==> config.mk <==
export PLATFORM = sky130hd
export DESIGN_NAME = alpha_key_blit_and_glyph_render
export DESIGN_NICKNAME = d
export VERILOG_FILES = /design/src/akb_pkg.sv /design/src/akb_front.sv /design/src/akb_row_mul.sv /design/src/akb_expand.sv /design/src/alpha_key_blit_and_glyph_render.sv
export SDC_FILE = /design/constraint.sdc
export NUM_CORES = 1
export LEC_CHECK = 0
export CAP_MARGIN = 25
export CORE_MARGIN = 4
export CORE_UTILIZATION = 25
export CTS_BUF_LIST = sky130_fd_sc_hd__clkbuf_8
export DETAILED_ROUTE_END_ITERATION = 8
export DONT_BUFFER_PORTS = 1
export SLEW_MARGIN = 20
export SYNTH_ARGS = -nofsm -noshare
export SYNTH_HDL_FRONTEND = slang
export SYNTH_SLANG_ARGS = --single-unit
==> constraint.sdc <==
create_clock -name i_clk -period 7.1 [get_ports i_clk]
set_input_delay 1.065 -clock i_clk [delete_from_list [all_inputs] [get_ports i_clk]]
set_output_delay 1.065 -clock i_clk [all_outputs]
set_load 0.02 [all_outputs]
==> src/akb_pkg.sv <==
// Shared types and constants for the alpha-keyed blit and glyph renderer.
package akb_pkg;

    localparam int GLYPH_WIDTH  = 8;
    localparam int GLYPH_HEIGHT = 16;
    localparam int GL_W         = $clog2(GLYPH_HEIGHT);
    localparam int COL_W        = $clog2(GLYPH_WIDTH);
    localparam int COORD_W      = 16;
    localparam int ADDR_W       = 25;
    localparam int COLOR_W      = 32;
    localparam int CFG_IDX_W    = 3;

    typedef enum logic [1:0] {
        KIND_PIXEL   = 2'd0,
        KIND_GLYPH   = 2'd1,
        KIND_NEWLINE = 2'd2,
        KIND_BEGIN   = 2'd3
    } t_kind;

    typedef enum logic [CFG_IDX_W-1:0] {
        REG_ORIGIN_X      = 3'd0,
        REG_ORIGIN_Y      = 3'd1,
        REG_IMAGE_WIDTH   = 3'd2,
        REG_IMAGE_HEIGHT  = 3'd3,
        REG_SCREEN_WIDTH  = 3'd4,
        REG_SCREEN_HEIGHT = 3'd5,
        REG_ROW_STRIDE    = 3'd6,
        REG_DRAW_COLOR    = 3'd7
    } t_cfg_reg;

    typedef struct packed {
        logic [12:0]        origin_x;
        logic [12:0]        origin_y;
        logic [12:0]        image_width;
        logic [12:0]        image_height;
        logic [11:0]        screen_width;
        logic [11:0]        screen_height;
        logic [12:0]        row_stride;
        logic [COLOR_W-1:0] draw_color;
    } t_cfg;

    // Clipped span: screen row, first column, per-column write mask (MSB = leftmost)
    typedef struct packed {
        logic [11:0]            y;
        logic [11:0]            x_base;
        logic [GLYPH_WIDTH-1:0] mask;
        logic [COLOR_W-1:0]     color;
    } t_span;

    typedef struct packed {
        logic [ADDR_W-1:0]      row_base;
        logic [11:0]            x_base;
        logic [GLYPH_WIDTH-1:0] mask;
        logic [COLOR_W-1:0]     color;
    } t_row;

endpackage

==> src/akb_front.sv <==
// Cursor state, coordinate generation and screen clipping; first pipeline register.
module akb_front import akb_pkg::*; (
    input  logic                   i_clk,
    input  logic                   i_rst_n,
    input  t_cfg                   i_cfg,
    input  logic                   i_valid,
    input  logic [1:0]             i_kind,
    input  logic [COLOR_W-1:0]     i_pixel_word,
    input  logic [GLYPH_WIDTH-1:0] i_glyph_row,
    input  logic                   i_down_rdy,
    output logic                   o_rdy,
    output logic                   o_vld,
    output t_span                  o_span
);

    localparam logic [GL_W:0] GLYPH_H_L = (GL_W+1)'(GLYPH_HEIGHT);

    logic [12:0]     r_col, r_row, r_pen_x, r_pen_y;
    logic [GL_W-1:0] r_gl;
    logic [12:0]     n_col, n_row, n_pen_x, n_pen_y;
    logic [GL_W-1:0] n_gl;
    logic            r_vld;
    t_span           r_span, n_span;

    logic            accept;
    t_kind           kind;
    logic [COORD_W-1:0] ox, oy, img_x, img_y, gly_y, gly_xb;
    logic [13:0]     col_inc;
    logic [GL_W:0]   gl_inc;
    logic            img_live;

    function automatic logic on_screen(input logic [COORD_W-1:0] v, input logic [11:0] lim);
        on_screen = !v[COORD_W-1] && (v < {{(COORD_W-12){1'b0}}, lim});
    endfunction

    assign kind   = t_kind'(i_kind);
    assign o_rdy  = !r_vld || i_down_rdy;
    assign accept = i_valid && o_rdy;

    assign ox     = {{(COORD_W-13){i_cfg.origin_x[12]}}, i_cfg.origin_x};
    assign oy     = {{(COORD_W-13){i_cfg.origin_y[12]}}, i_cfg.origin_y};
    assign img_x  = ox + {{(COORD_W-13){1'b0}}, r_col};
    assign img_y  = oy + {{(COORD_W-13){1'b0}}, r_row};
    assign gly_xb = ox + {{(COORD_W-13){1'b0}}, r_pen_x};
    assign gly_y  = oy + {{(COORD_W-13){1'b0}}, r_pen_y} + {{(COORD_W-GL_W){1'b0}}, r_gl};

    assign img_live = r_row < i_cfg.image_height;
    assign col_inc  = {1'b0, r_col} + 14'd1;
    assign gl_inc   = {1'b0, r_gl} + 1'b1;

    // cursor update and span build
    always_comb begin
        logic [COORD_W-1:0] xc;
        n_col   = r_col;
        n_row   = r_row;
        n_gl    = r_gl;
        n_pen_x = r_pen_x;
        n_pen_y = r_pen_y;
        n_span        = '0;
        n_span.color  = i_cfg.draw_color;
        n_span.y      = gly_y[11:0];
        n_span.x_base = gly_xb[11:0];
        case (kind)
            KIND_PIXEL: begin
                n_span.y      = img_y[11:0];
                n_span.x_base = img_x[11:0];
                n_span.color  = {8'h00, i_pixel_word[23:0]};
                n_span.mask[GLYPH_WIDTH-1] = img_live && (i_pixel_word[31:24] != 8'h00)
                    && on_screen(img_x, i_cfg.screen_width)
                    && on_screen(img_y, i_cfg.screen_height);
                if (img_live) begin
                    // width zero acts as width one
                    if (col_inc >= {1'b0, i_cfg.image_width}) begin
                        n_col = '0;
                        n_row = r_row + 13'd1;
                    end else begin
                        n_col = col_inc[12:0];
                    end
                end
            end
            KIND_GLYPH: begin
                for (int c = 0; c < GLYPH_WIDTH; c++) begin
                    xc = gly_xb + COORD_W'(c);
                    n_span.mask[GLYPH_WIDTH-1-c] = i_glyph_row[GLYPH_WIDTH-1-c]
                        && on_screen(xc, i_cfg.screen_width)
                        && on_screen(gly_y, i_cfg.screen_height);
                end
                if (gl_inc >= GLYPH_H_L) begin
                    n_gl    = '0;
                    n_pen_x = r_pen_x + 13'(GLYPH_WIDTH);
                end else begin
                    n_gl = gl_inc[GL_W-1:0];
                end
            end
            KIND_NEWLINE: begin
                n_pen_x = '0;
                n_pen_y = r_pen_y + 13'(GLYPH_HEIGHT);
                n_gl    = '0;
            end
            default: begin
                n_col   = '0;
                n_row   = '0;
                n_gl    = '0;
                n_pen_x = '0;
                n_pen_y = '0;
            end
        endcase
    end

    always_ff @(posedge i_clk) begin
        if (!i_rst_n) begin
            r_col   <= '0;
            r_row   <= '0;
            r_gl    <= '0;
            r_pen_x <= '0;
            r_pen_y <= '0;
            r_vld   <= 1'b0;
        end else begin
            if (accept) begin
                r_col   <= n_col;
                r_row   <= n_row;
                r_gl    <= n_gl;
                r_pen_x <= n_pen_x;
                r_pen_y <= n_pen_y;
            end
            // words with nothing to draw never enter the pipe
            if (o_rdy) begin
                r_vld <= accept && (n_span.mask != '0);
            end
        end
    end

    always_ff @(posedge i_clk) begin
        if (accept) begin
            r_span <= n_span;
        end
    end

    assign o_vld  = r_vld;
    assign o_span = r_span;

endmodule

==> src/akb_row_mul.sv <==
// Row base address stage: screen row times framebuffer stride.
module akb_row_mul import akb_pkg::*; (
    input  logic        i_clk,
    input  logic        i_rst_n,
    input  logic        i_vld,
    input  t_span       i_span,
    input  logic [12:0] i_stride,
    input  logic        i_down_rdy,
    output logic        o_rdy,
    output logic        o_vld,
    output t_row        o_row
);

    logic              r_vld;
    t_row              r_row;
    logic [ADDR_W-1:0] prod;

    assign o_rdy = !r_vld || i_down_rdy;
    assign prod  = {{(ADDR_W-12){1'b0}}, i_span.y} * {{(ADDR_W-13){1'b0}}, i_stride};

    always_ff @(posedge i_clk) begin
        if (!i_rst_n) begin
            r_vld <= 1'b0;
        end else if (o_rdy) begin
            r_vld <= i_vld;
        end
    end

    always_ff @(posedge i_clk) begin
        if (o_rdy && i_vld) begin
            r_row.row_base <= prod;
            r_row.x_base   <= i_span.x_base;
            r_row.mask     <= i_span.mask;
            r_row.color    <= i_span.color;
        end
    end

    assign o_vld = r_vld;
    assign o_row = r_row;

endmodule

==> src/akb_expand.sv <==
// Mask expander: one write per cycle unless stalled, leftmost column first, into the output reg.
module akb_expand import akb_pkg::*; (
    input  logic               i_clk,
    input  logic               i_rst_n,
    input  logic               i_vld,
    input  t_row               i_row,
    input  logic               i_out_stall,
    output logic               o_rdy,
    output logic               o_valid,
    output logic [ADDR_W-1:0]  o_write_address,
    output logic [COLOR_W-1:0] o_write_color,
    output logic               o_last_write
);

    logic                   r_vld;
    t_row                   r_row;
    logic                   r_o_vld;
    logic [ADDR_W-1:0]      r_o_addr;
    logic [COLOR_W-1:0]     r_o_color;
    logic                   r_o_last;

    logic [COL_W-1:0]       lead;
    logic [GLYPH_WIDTH-1:0] rest;
    logic [11:0]            x;
    logic                   out_rdy, emit, done;

    // leftmost set column
    always_comb begin
        logic found;
        found = 1'b0;
        lead  = '0;
        for (int c = 0; c < GLYPH_WIDTH; c++) begin
            if (!found && r_row.mask[GLYPH_WIDTH-1-c]) begin
                lead  = COL_W'(c);
                found = 1'b1;
            end
        end
    end

    assign rest    = r_row.mask & ~({{(GLYPH_WIDTH-1){1'b0}}, 1'b1} << (GLYPH_WIDTH-1-int'(lead)));
    assign x       = r_row.x_base + {{(12-COL_W){1'b0}}, lead};
    assign out_rdy = !r_o_vld || !i_out_stall;
    assign emit    = r_vld && out_rdy;
    assign done    = emit && (rest == '0);
    assign o_rdy   = !r_vld || done;

    always_ff @(posedge i_clk) begin
        if (!i_rst_n) begin
            r_vld   <= 1'b0;
            r_o_vld <= 1'b0;
        end else begin
            if (o_rdy) begin
                r_vld <= i_vld;
            end
            if (out_rdy) begin
                r_o_vld <= emit;
            end
        end
    end

    always_ff @(posedge i_clk) begin
        if (o_rdy && i_vld) begin
            r_row <= i_row;
        end else if (emit) begin
            r_row.mask <= rest;
        end
        if (emit) begin
            r_o_addr  <= r_row.row_base + {{(ADDR_W-12){1'b0}}, x};
            r_o_color <= r_row.color;
            r_o_last  <= (rest == '0);
        end
    end

    assign o_valid         = r_o_vld;
    assign o_write_address = r_o_addr;
    assign o_write_color   = r_o_color;
    assign o_last_write    = r_o_last;

endmodule

==> src/alpha_key_blit_and_glyph_render.sv <==
// Top level of the alpha-keyed blit and monochrome glyph renderer.
// Turns a stream of drawing words into clipped framebuffer writes. A pixel word
// (kind 0) lands at origin plus the running image column/row and is written with
// its low 24 bits unless its alpha byte is zero; a glyph word (kind 1) writes
// draw_color at each set bit, leftmost first, on the current pen line; a newline
// (kind 2) returns the pen to the origin column one glyph height lower; begin
// (kind 3) clears every cursor. Writes off screen are dropped, the address is
// y * row_stride + x, and o_last_write marks the final write of a word.
// Rate: pixel, newline and begin words are taken one per cycle unless the pipe
// backs up. A glyph word holds the mask expander for one write per visible bit,
// so glyph rows stall the input only while their writes drain. Words that produce
// no write never enter the pipe. The first write passes the clip stage, the
// row-multiply stage, and the expander's row register and output register.
// The user must write configuration only while idle; the block does not enforce it; o_cfg_ready is always high.
module alpha_key_blit_and_glyph_render import akb_pkg::*; (
    input  logic                   i_clk,
    input  logic                   i_rst_n,
    // drawing word in
    input  logic                   i_valid,
    output logic                   o_stall,
    input  logic [1:0]             i_kind,
    input  logic [COLOR_W-1:0]     i_pixel_word,
    input  logic [GLYPH_WIDTH-1:0] i_glyph_row,
    // framebuffer write out
    output logic                   o_valid,
    input  logic                   i_stall,
    output logic [ADDR_W-1:0]      o_write_address,
    output logic [COLOR_W-1:0]     o_write_color,
    output logic                   o_last_write,
    // register writes
    input  logic                   i_cfg_valid,
    output logic                   o_cfg_ready,
    input  logic [CFG_IDX_W-1:0]   i_cfg_index,
    input  logic [31:0]            i_cfg_data
);

    t_cfg  r_cfg;
    logic  front_rdy, front_vld, mul_rdy, mul_vld, exp_rdy;
    t_span front_span;
    t_row  mul_row;

    assign o_cfg_ready = 1'b1;

    // register file
    always_ff @(posedge i_clk) begin
        if (!i_rst_n) begin
            r_cfg.origin_x      <= '0;
            r_cfg.origin_y      <= '0;
            r_cfg.image_width   <= 13'd1;
            r_cfg.image_height  <= '0;
            r_cfg.screen_width  <= '0;
            r_cfg.screen_height <= '0;
            r_cfg.row_stride    <= '0;
            r_cfg.draw_color    <= '0;
        end else if (i_cfg_valid && o_cfg_ready) begin
            case (t_cfg_reg'(i_cfg_index))
                REG_ORIGIN_X:      r_cfg.origin_x      <= i_cfg_data[12:0];
                REG_ORIGIN_Y:      r_cfg.origin_y      <= i_cfg_data[12:0];
                REG_IMAGE_WIDTH:   r_cfg.image_width   <= i_cfg_data[12:0];
                REG_IMAGE_HEIGHT:  r_cfg.image_height  <= i_cfg_data[12:0];
                REG_SCREEN_WIDTH:  r_cfg.screen_width  <= i_cfg_data[11:0];
                REG_SCREEN_HEIGHT: r_cfg.screen_height <= i_cfg_data[11:0];
                REG_ROW_STRIDE:    r_cfg.row_stride    <= i_cfg_data[12:0];
                REG_DRAW_COLOR:    r_cfg.draw_color    <= i_cfg_data;
                default: ;
            endcase
        end
    end

    // input stalls when the first stage cannot move on
    assign o_stall = !front_rdy;

    akb_front u_front (
        .i_clk       (i_clk),
        .i_rst_n     (i_rst_n),
        .i_cfg       (r_cfg),
        .i_valid     (i_valid),
        .i_kind      (i_kind),
        .i_pixel_word(i_pixel_word),
        .i_glyph_row (i_glyph_row),
        .i_down_rdy  (mul_rdy),
        .o_rdy       (front_rdy),
        .o_vld       (front_vld),
        .o_span      (front_span)
    );

    akb_row_mul u_row_mul (
        .i_clk     (i_clk),
        .i_rst_n   (i_rst_n),
        .i_vld     (front_vld),
        .i_span    (front_span),
        .i_stride  (r_cfg.row_stride),
        .i_down_rdy(exp_rdy),
        .o_rdy     (mul_rdy),
        .o_vld     (mul_vld),
        .o_row     (mul_row)
    );

    akb_expand u_expand (
        .i_clk          (i_clk),
        .i_rst_n        (i_rst_n),
        .i_vld          (mul_vld),
        .i_row          (mul_row),
        .i_out_stall    (i_stall),
        .o_rdy          (exp_rdy),
        .o_valid        (o_valid),
        .o_write_address(o_write_address),
        .o_write_color  (o_write_color),
        .o_last_write   (o_last_write)
    );

endmodule

==> results.json, run 1 <==
{
  "outcome": "completed",
  "ys.flop_type": "edfxtp_1",
  "hold_start": "u_front.o_span[27]$_SDFFCE_PP0P_",
  "min_path_type": "flip-flop to flip-flop",
  "ys_warn_count": 0,
  "ys_seq_area_share_pct": 39.9,
  "yosys-top-cells-area": "edfxtp_1, ha_1, dfxtp_1, fa_1, nand2_1",
  "grt_use_met1_pct": 16.4,
  "worstSkewPairLatency_ps": 680,
  "crit_arrival_ps": 6660,
  "htreeDepth": 3,
  "core_sq_um": 117000,
  "setup_slack_ps": 827,
  "crit_family": "adder cells",
  "dr.pass1.iters": 5,
  "rsz0062_at_grt": "false",
  "synth_compound_area_share_pct": 11.8,
  "cts-root-buf": "clkbuf_8",
  "path_buf_inv": 4,
  "die_height_um": 352,
  "clockBufferDepth": 3,
  "grt_max_degree": 154,
  "dp_hpwl_mm": 58.6,
  "drv_cap": 0,
  "final_nets": 3441,
  "syn-num-nets": 3456,
  "critPathLaunch": "u_front.o_span[57]$_DFFE_PP_",
  "track_usage_pct": 12.5,
  "syn_area_sq_um": 29500,
  "r2r-start": "u_front.o_span[57]$_DFFE_PP_",
  "async_flop_share_pct": 0,
  "synth.area.mux_share_pct": 1.51,
  "worstPathRequired_ps": 7480,
  "viasPerCell": 4.58,
  "maxSlewViolCount": 0,
  "end_kind": "flip-flop",
  "port_buffers": 0,
  "cts-buffers-inserted": 82,
  "dp.cells": 4390,
  "yosys_register_bits": 450,
  "syn_inst": 2969,
  "hold_viol": 0,
  "synth_top_family_by_area": "adder cells",
  "fmax_mhz": 159,
  "drc": 0,
  "grt_pass1_vias": 20700,
  "layout-drive-gt1-share_pct": 6.95,
  "syn2layout_area_growth_pct": 11.2,
  "cts-resized-gates": 0,
  "cp-start-kind": "flip-flop",
  "syn_area_per_cell_sq_um": 9.94,
  "cts_setup_buffers": 0,
  "skew_ps": 40.2,
  "yosysTopAreaCellShare_pct": 28.1,
  "min_period_ps": 6270,
  "grt_util_met2_pct": 19.8,
  "synth-simple-area-share_pct": 16.2,
  "fill_cells": 12200,
  "leakage_nw": 13.2,
  "critPathKind": "flip-flop to flip-flop",
  "crit_chain": "and2_1, fa_1, inv_1, fa_1, inv_1, fa_1, fa_1, inv_1, fa_1, inv_1, ha_1, or2_2, o31a_1, a31oi_1, a211oi_1, a41o_1, or4_1, a41o_1, a21oi_1, xnor2_1",
  "cp_slowest_cell": "edfxtp_1",
  "dp_slack_ps": 860,
  "postLayoutCellArea_sq_um": 32800,
  "cts.sink_count": 450,
  "route.antenna.remaining_nets": 0,
  "critPathMaxStageDelay_ps": 580,
  "max-vdd-ir-drop_mv": 0.112,
  "wirelength_mm": 77.9,
  "die_area_sq_um": 124000,
  "p_per_area_nw_per_um2": 178,
  "grtUsageMet3_pct": 3.55,
  "stdcell_count": 4548,
  "synth_edf_count": 276,
  "post_dp_cell_area_sq_um": 31100,
  "netlist_top_cells_count": "nand2_1, ha_1, edfxtp_1",
  "crit_fanout": 13,
  "busiest_layer": "met2",
  "wl_per_cell_um": 17.1,
  "maxSlewHeadroom_pct": 32.4,
  "tritoncts": "built",
  "ioPinCount": 143,
  "place_congestion": 0.892,
  "overflow": 0,
  "path_common_cell": "fa_1",
  "placementRows": 125,
  "cts_hold_buffers": 0,
  "antenna_found_initial": 9,
  "die_w_um": 352,
  "synth_xor_area_share_pct": 5.81,
  "period_share_pct": 88.4,
  "drt_iter0_drc": 1500,
  "synth_cell_types": 89,
  "setup_viol": 0,
  "yosysMostFrequentCell": "nand2_1",
  "initial_core_util_pct": 25.3,
  "setup_tns_ps": 0,
  "synth_top_area_cell": "edfxtp_1",
  "worst_pin_slew_ps": 1010,
  "vias": 20800,
  "path_clk_slew_ps": 60,
  "synthAdderAreaFrac_pct": 20.1,
  "grt_pass1_wl_mm": 121
}
## logic make-up (layout without fill, tap and decap cells)
family | Yosys count | count (layout)
fa+ha+maj | 406 | 406
xor+xnor | 194 | 194
simple gates | 1015 | 1015
mux | 40 | 40
other cells | 1 | 5
compound gates | 512 | 512
flops | 450 | 450
buf+inv | 351 | 402
## cells in the final DEF, fill, tap and decap left out, drive strengths merged, types with 13 or more instances in the layout
cell type  Yosys  final
mux2          35     35
xor2          64     64
nand3b        15     15
nand2b        27     27
buf           18     19
inv          230    255
nor3          37     37
dfxtp        174    174
or3           16     16
and3          32     32
nor2         134    134
and2          66     66
edfxtp       276    276
a21o          47     47
o21ai         88     88
a21boi       143    143
xnor2        130    130
nand4         30     30
o21bai        13     13
clkinv         1     26
o21a          14     14
fa           115    115
clkbuf       102     93
nand2        500    500
nand3         64     64
a21oi        116    116
nor2b         44     44
ha           290    290
## area by class of cell
cell class | instances | area, sq um | share of cell area, %
Antenna cell | 4 | 10.0 | 0.0305
Clock buffer | 92 | 1270 | 3.86
Clock inverter | 58 | 369 | 1.13
Inverter | 231 | 868 | 2.65
Multi-Input combinational cell | 2168 | 16400 | 50.0
Sequential cell | 450 | 11800 | 35.9
Tap cell | 1524 | 1910 | 5.82
Timing Repair Buffer | 21 | 200 | 0.611
## report_power, final
group | switching [mW] | internal [mW]
clock | 1.14 | 1.31
sequential | 0.0628 | 2.86
combinational | 0.277 | 0.183
total | 1.48 | 4.35
## through the flow
step	total power, mW	hold slack, ps	util, %
after CTS	5.94	386	28.1
after detailed placement	3.44	405	26.7
after global placement	3.42	400	26.6
final	5.83	399	28.1
after floorplan	3.31	400	-
after global routing	6.11	378	28.1
## flip-flops by register name (all words and copies together), names as in the netlist
| name | count |
|---|---|
| r_cfg | 121 |
| u_expand.r_row | 77 |
| u_row_mul.o_row | 77 |
| u_front.o_span | 64 |
| u_expand.o_write_color | 32 |
| u_expand.o_write_address | 25 |
| u_front.r_col | 13 |
| u_front.r_row | 13 |
| u_front.r_pen_x | 10 |
| u_front.r_pen_y | 9 |
| u_front.r_gl | 4 |
| u_expand.o_last_write | 1 |
| u_expand.o_valid | 1 |
| u_expand.r_vld | 1 |
| u_front.o_vld | 1 |
| u_row_mul.o_vld | 1 |
## final timing paths
| path | endpoint | slack (ps) | cells after the start |
|---|---|---|---|
| worst max register to register | u_row_mul.o_row[75]$_DFFE_PP_ | 830 | 20 |
| worst min-delay path | u_row_mul.o_row[27]$_DFFE_PP_ | 400 | 0 |
| worst max-delay path | u_row_mul.o_row[75]$_DFFE_PP_ | 830 | 20 |
| worst min register to register | u_row_mul.o_row[27]$_DFFE_PP_ | 400 | 0 |
## worst register-to-register path, delay by kind of cell (launching register included)
| kind | cells | cell delay (ps) |
|---|---|---|
| compound gates | 6 | 1270 |
| xor+xnor | 1 | 90 |
| fa+ha+maj | 6 | 2870 |
| buf+inv | 4 | 190 |
| flops | 1 | 580 |
| simple gates | 3 | 1000 |
## metal layers
metal / vias to the layer above / share of wire [%]
li1: 10200 / -
met1: 10000 / 45
met2: 488 / 45
met3: 123 / 7.9
met4: 4 / 2.6
met5: - / 0.035
Power figures use the tool's default switching activity.
==> run 2: changes to the inputs <==
--- a/config.mk
+++ b/config.mk
@@ -12,4 +12,5 @@
 export DETAILED_ROUTE_END_ITERATION = 8
 export DONT_BUFFER_PORTS = 1
+export GPL_ROUTABILITY_DRIVEN = 0
 export SLEW_MARGIN = 20
 export SYNTH_ARGS = -nofsm -noshare
==> constraint.sdc (replaced) <==
create_clock -name i_clk -period 7.1 [get_ports i_clk]
set_input_delay 0 -clock i_clk [delete_from_list [all_inputs] [get_ports i_clk]]
set_output_delay 0 -clock i_clk [all_outputs]
set_load 0.02 [all_outputs]
==> run 2 against run 1 <==
Against the previous run: design area is 3.0% higher; clock power is 2% lower; count of clock-buffer cells in the layout is 12 lower; highest routed layer unchanged; setup slack worse by 30 ps.
==> results.json, run 2 (same netlist as run 1, synthesis figures left out) <==
{
  "outcome": "completed",
  "busiest_layer": "met2",
  "crit_chain": "and2_1, fa_1, inv_1, fa_1, inv_1, fa_1, fa_1, inv_1, fa_1, inv_1, ha_1, or2_2, o31a_1, a31oi_1, a211oi_1, a41o_1, or4_1, a41o_1, a21oi_1, xnor2_1",
  "p_per_area_nw_per_um2": 174,
  "max-vdd-ir-drop_mv": 0.103,
  "fmax_mhz": 159,
  "route.antenna.remaining_nets": 0,
  "path_clk_slew_ps": 60,
  "maxSlewHeadroom_pct": 24.6,
  "multi_input_area_sq_um": 16400,
  "die_w_um": 352,
  "grt_pass1_wl_mm": 122,
  "grtUsageMet3_pct": 2.89,
  "period_share_pct": 88.8,
  "drc": 0,
  "min_to": "r_cfg[16]$_SDFFE_PN0P_",
  "end_kind": "flip-flop",
  "cts_hold_buffers": 107,
  "grt_pass1_vias": 21000,
  "track_usage_pct": 12.6,
  "tritoncts": "built",
  "p_comb_share_pct": 9.3,
  "critPathLaunch": "u_front.o_span[57]$_DFFE_PP_",
  "grt_max_degree": 150,
  "crit_fanout": 13,
  "grt_util_met2_pct": 19.6,
  "dp_slack_ps": 852,
  "maxSlewViolCount": 0,
  "switching_share_pct": 25.7,
  "rrSetupSlack_ps": 800,
  "setup_slack_ps": 797,
  "syn2layout_area_growth_pct": 14.5,
  "rsz0062_at_grt": "false",
  "layout_common_cells": "nand2_1, ha_1, edfxtp_1",
  "crit_arrival_ps": 6680,
  "dp_hpwl_mm": 57.7,
  "viasPerCell": 4.58,
  "die_area_sq_um": 124000,
  "cts.sink_count": 450,
  "wirelength_mm": 78.1,
  "largest_register": "r_cfg",
  "initial_core_util_pct": 25.3,
  "final_common_cell": "nand2_1",
  "min_path_type": "input pin to flip-flop",
  "pwr-share-clk_pct": 40.9,
  "hold_start": "i_cfg_data[16]",
  "cp_slowest_cell": "edfxtp_1",
  "ioPinCount": 143,
  "dr.pass1.iters": 5,
  "cts-resized-gates": 0,
  "intPower_mw": 4.35,
  "cts_setup_buffers": 0,
  "core_sq_um": 117000,
  "largest_reg_flops": 121,
  "post_dp_cell_area_sq_um": 31100,
  "setup_viol": 0,
  "port_buffers": 0,
  "hold_viol": 0,
  "cp-start-kind": "flip-flop",
  "cts-buffers-inserted": 79,
  "antenna_found_initial": 21,
  "htreeDepth": 3,
  "holdPathStages": 3,
  "worstPathRequired_ps": 7480,
  "worstSkewPairLatency_ps": 670,
  "critPathMaxStageDelay_ps": 600,
  "regArea_sq_um": 11800,
  "postLayoutCellArea_sq_um": 33800,
  "overflow": 0,
  "skew_ps": 52.3,
  "r2r-end": "u_row_mul.o_row[75]$_DFFE_PP_",
  "clockBufferDepth": 3,
  "worst_pin_slew_ps": 1100,
  "switchingPower_mw": 1.51,
  "worstRegToRegCells": 20,
  "fill_cells": 12100,
  "leakage_nw": 13.6,
  "path_common_cell": "fa_1",
  "final_util_pct": 28.9,
  "final_nets": 3543,
  "stdcell_count": 4656,
  "cts-root-buf": "clkbuf_8",
  "setup_tns_ps": 0,
  "critPathKind": "flip-flop to flip-flop",
  "dp.cells": 4390,
  "wl_per_cell_um": 16.8,
  "die_height_um": 352,
  "placementRows": 125,
  "grt_use_met1_pct": 17.1,
  "p_seq_share_pct": 49.8,
  "vias": 21300,
  "r2r-start": "u_front.o_span[57]$_DFFE_PP_",
  "drt_iter0_drc": 1387,
  "drv_cap": 0,
  "layout-drive-gt1-share_pct": 6.19,
  "min_period_ps": 6300
}
[run 2: cell count changes in the layout (fill, tap and decap cells not counted), sizes merged]
cell	previous run	this run
clkinvlp	5	1
clkbuf	93	80
dlygate4sd3	0	105
buf	19	20
bufinv	3	6
diode	4	16
inv	255	259
[run 2: layer usage]
metal  vias up  share of wire (%)
li1      10400                  -
met1     10100                 46
met2       593                 44
met3       136                7.1
met4         8                3.0
met5         -              0.070
[run 2: worst max-delay path by stage]
stage	endpoint	slack, ps	depth (start not counted)
CTS	u_row_mul.o_row[75]$_DFFE_PP_	800	20
floorplan	u_row_mul.o_row[0]$_DFFE_PP_	1300	7
detailed placement	u_row_mul.o_row[75]$_DFFE_PP_	850	20
global route	u_row_mul.o_row[75]$_DFFE_PP_	580	20
finish	u_row_mul.o_row[75]$_DFFE_PP_	800	20
global placement	u_row_mul.o_row[75]$_DFFE_PP_	890	20
[run 2: power groups by stage]
stage	clock network, mW	registers [mW]	logic, mW
after floorplan	0	2.95	0.364
after global placement	0	2.97	0.450
after detailed placement	0	2.97	0.459
after CTS	2.49	2.92	0.545
after global routing	2.61	2.93	0.607
final	2.40	2.92	0.544
[run 2: critical path: cells and delay by family, from the launching register on]
family | cells | cell delay, ps
compound gates | 6 | 1250
flops | 1 | 600
simple gates | 3 | 990
xor+xnor | 1 | 90
buf+inv | 4 | 200
fa+ha+maj | 6 | 2880
[run 2: final cells by class]
type,instances,area share (%)
multi-input combinational,2168,48.6
sequential,450,34.9
tap,1524,5.65
timing repair buffer,126,3.66
clock buffer,80,3.26
inverter,231,2.57
clock inverter,61,1.32
antenna,16,0.119
[run 2: through the flow]
step | hold WS [ps] | power, mW
floorplan | 145 | 3.31
finish | 74.0 | 5.86
global placement | 136 | 3.42
detailed placement | 148 | 3.43
CTS | 2.23 | 5.96
global route | 34.1 | 6.14
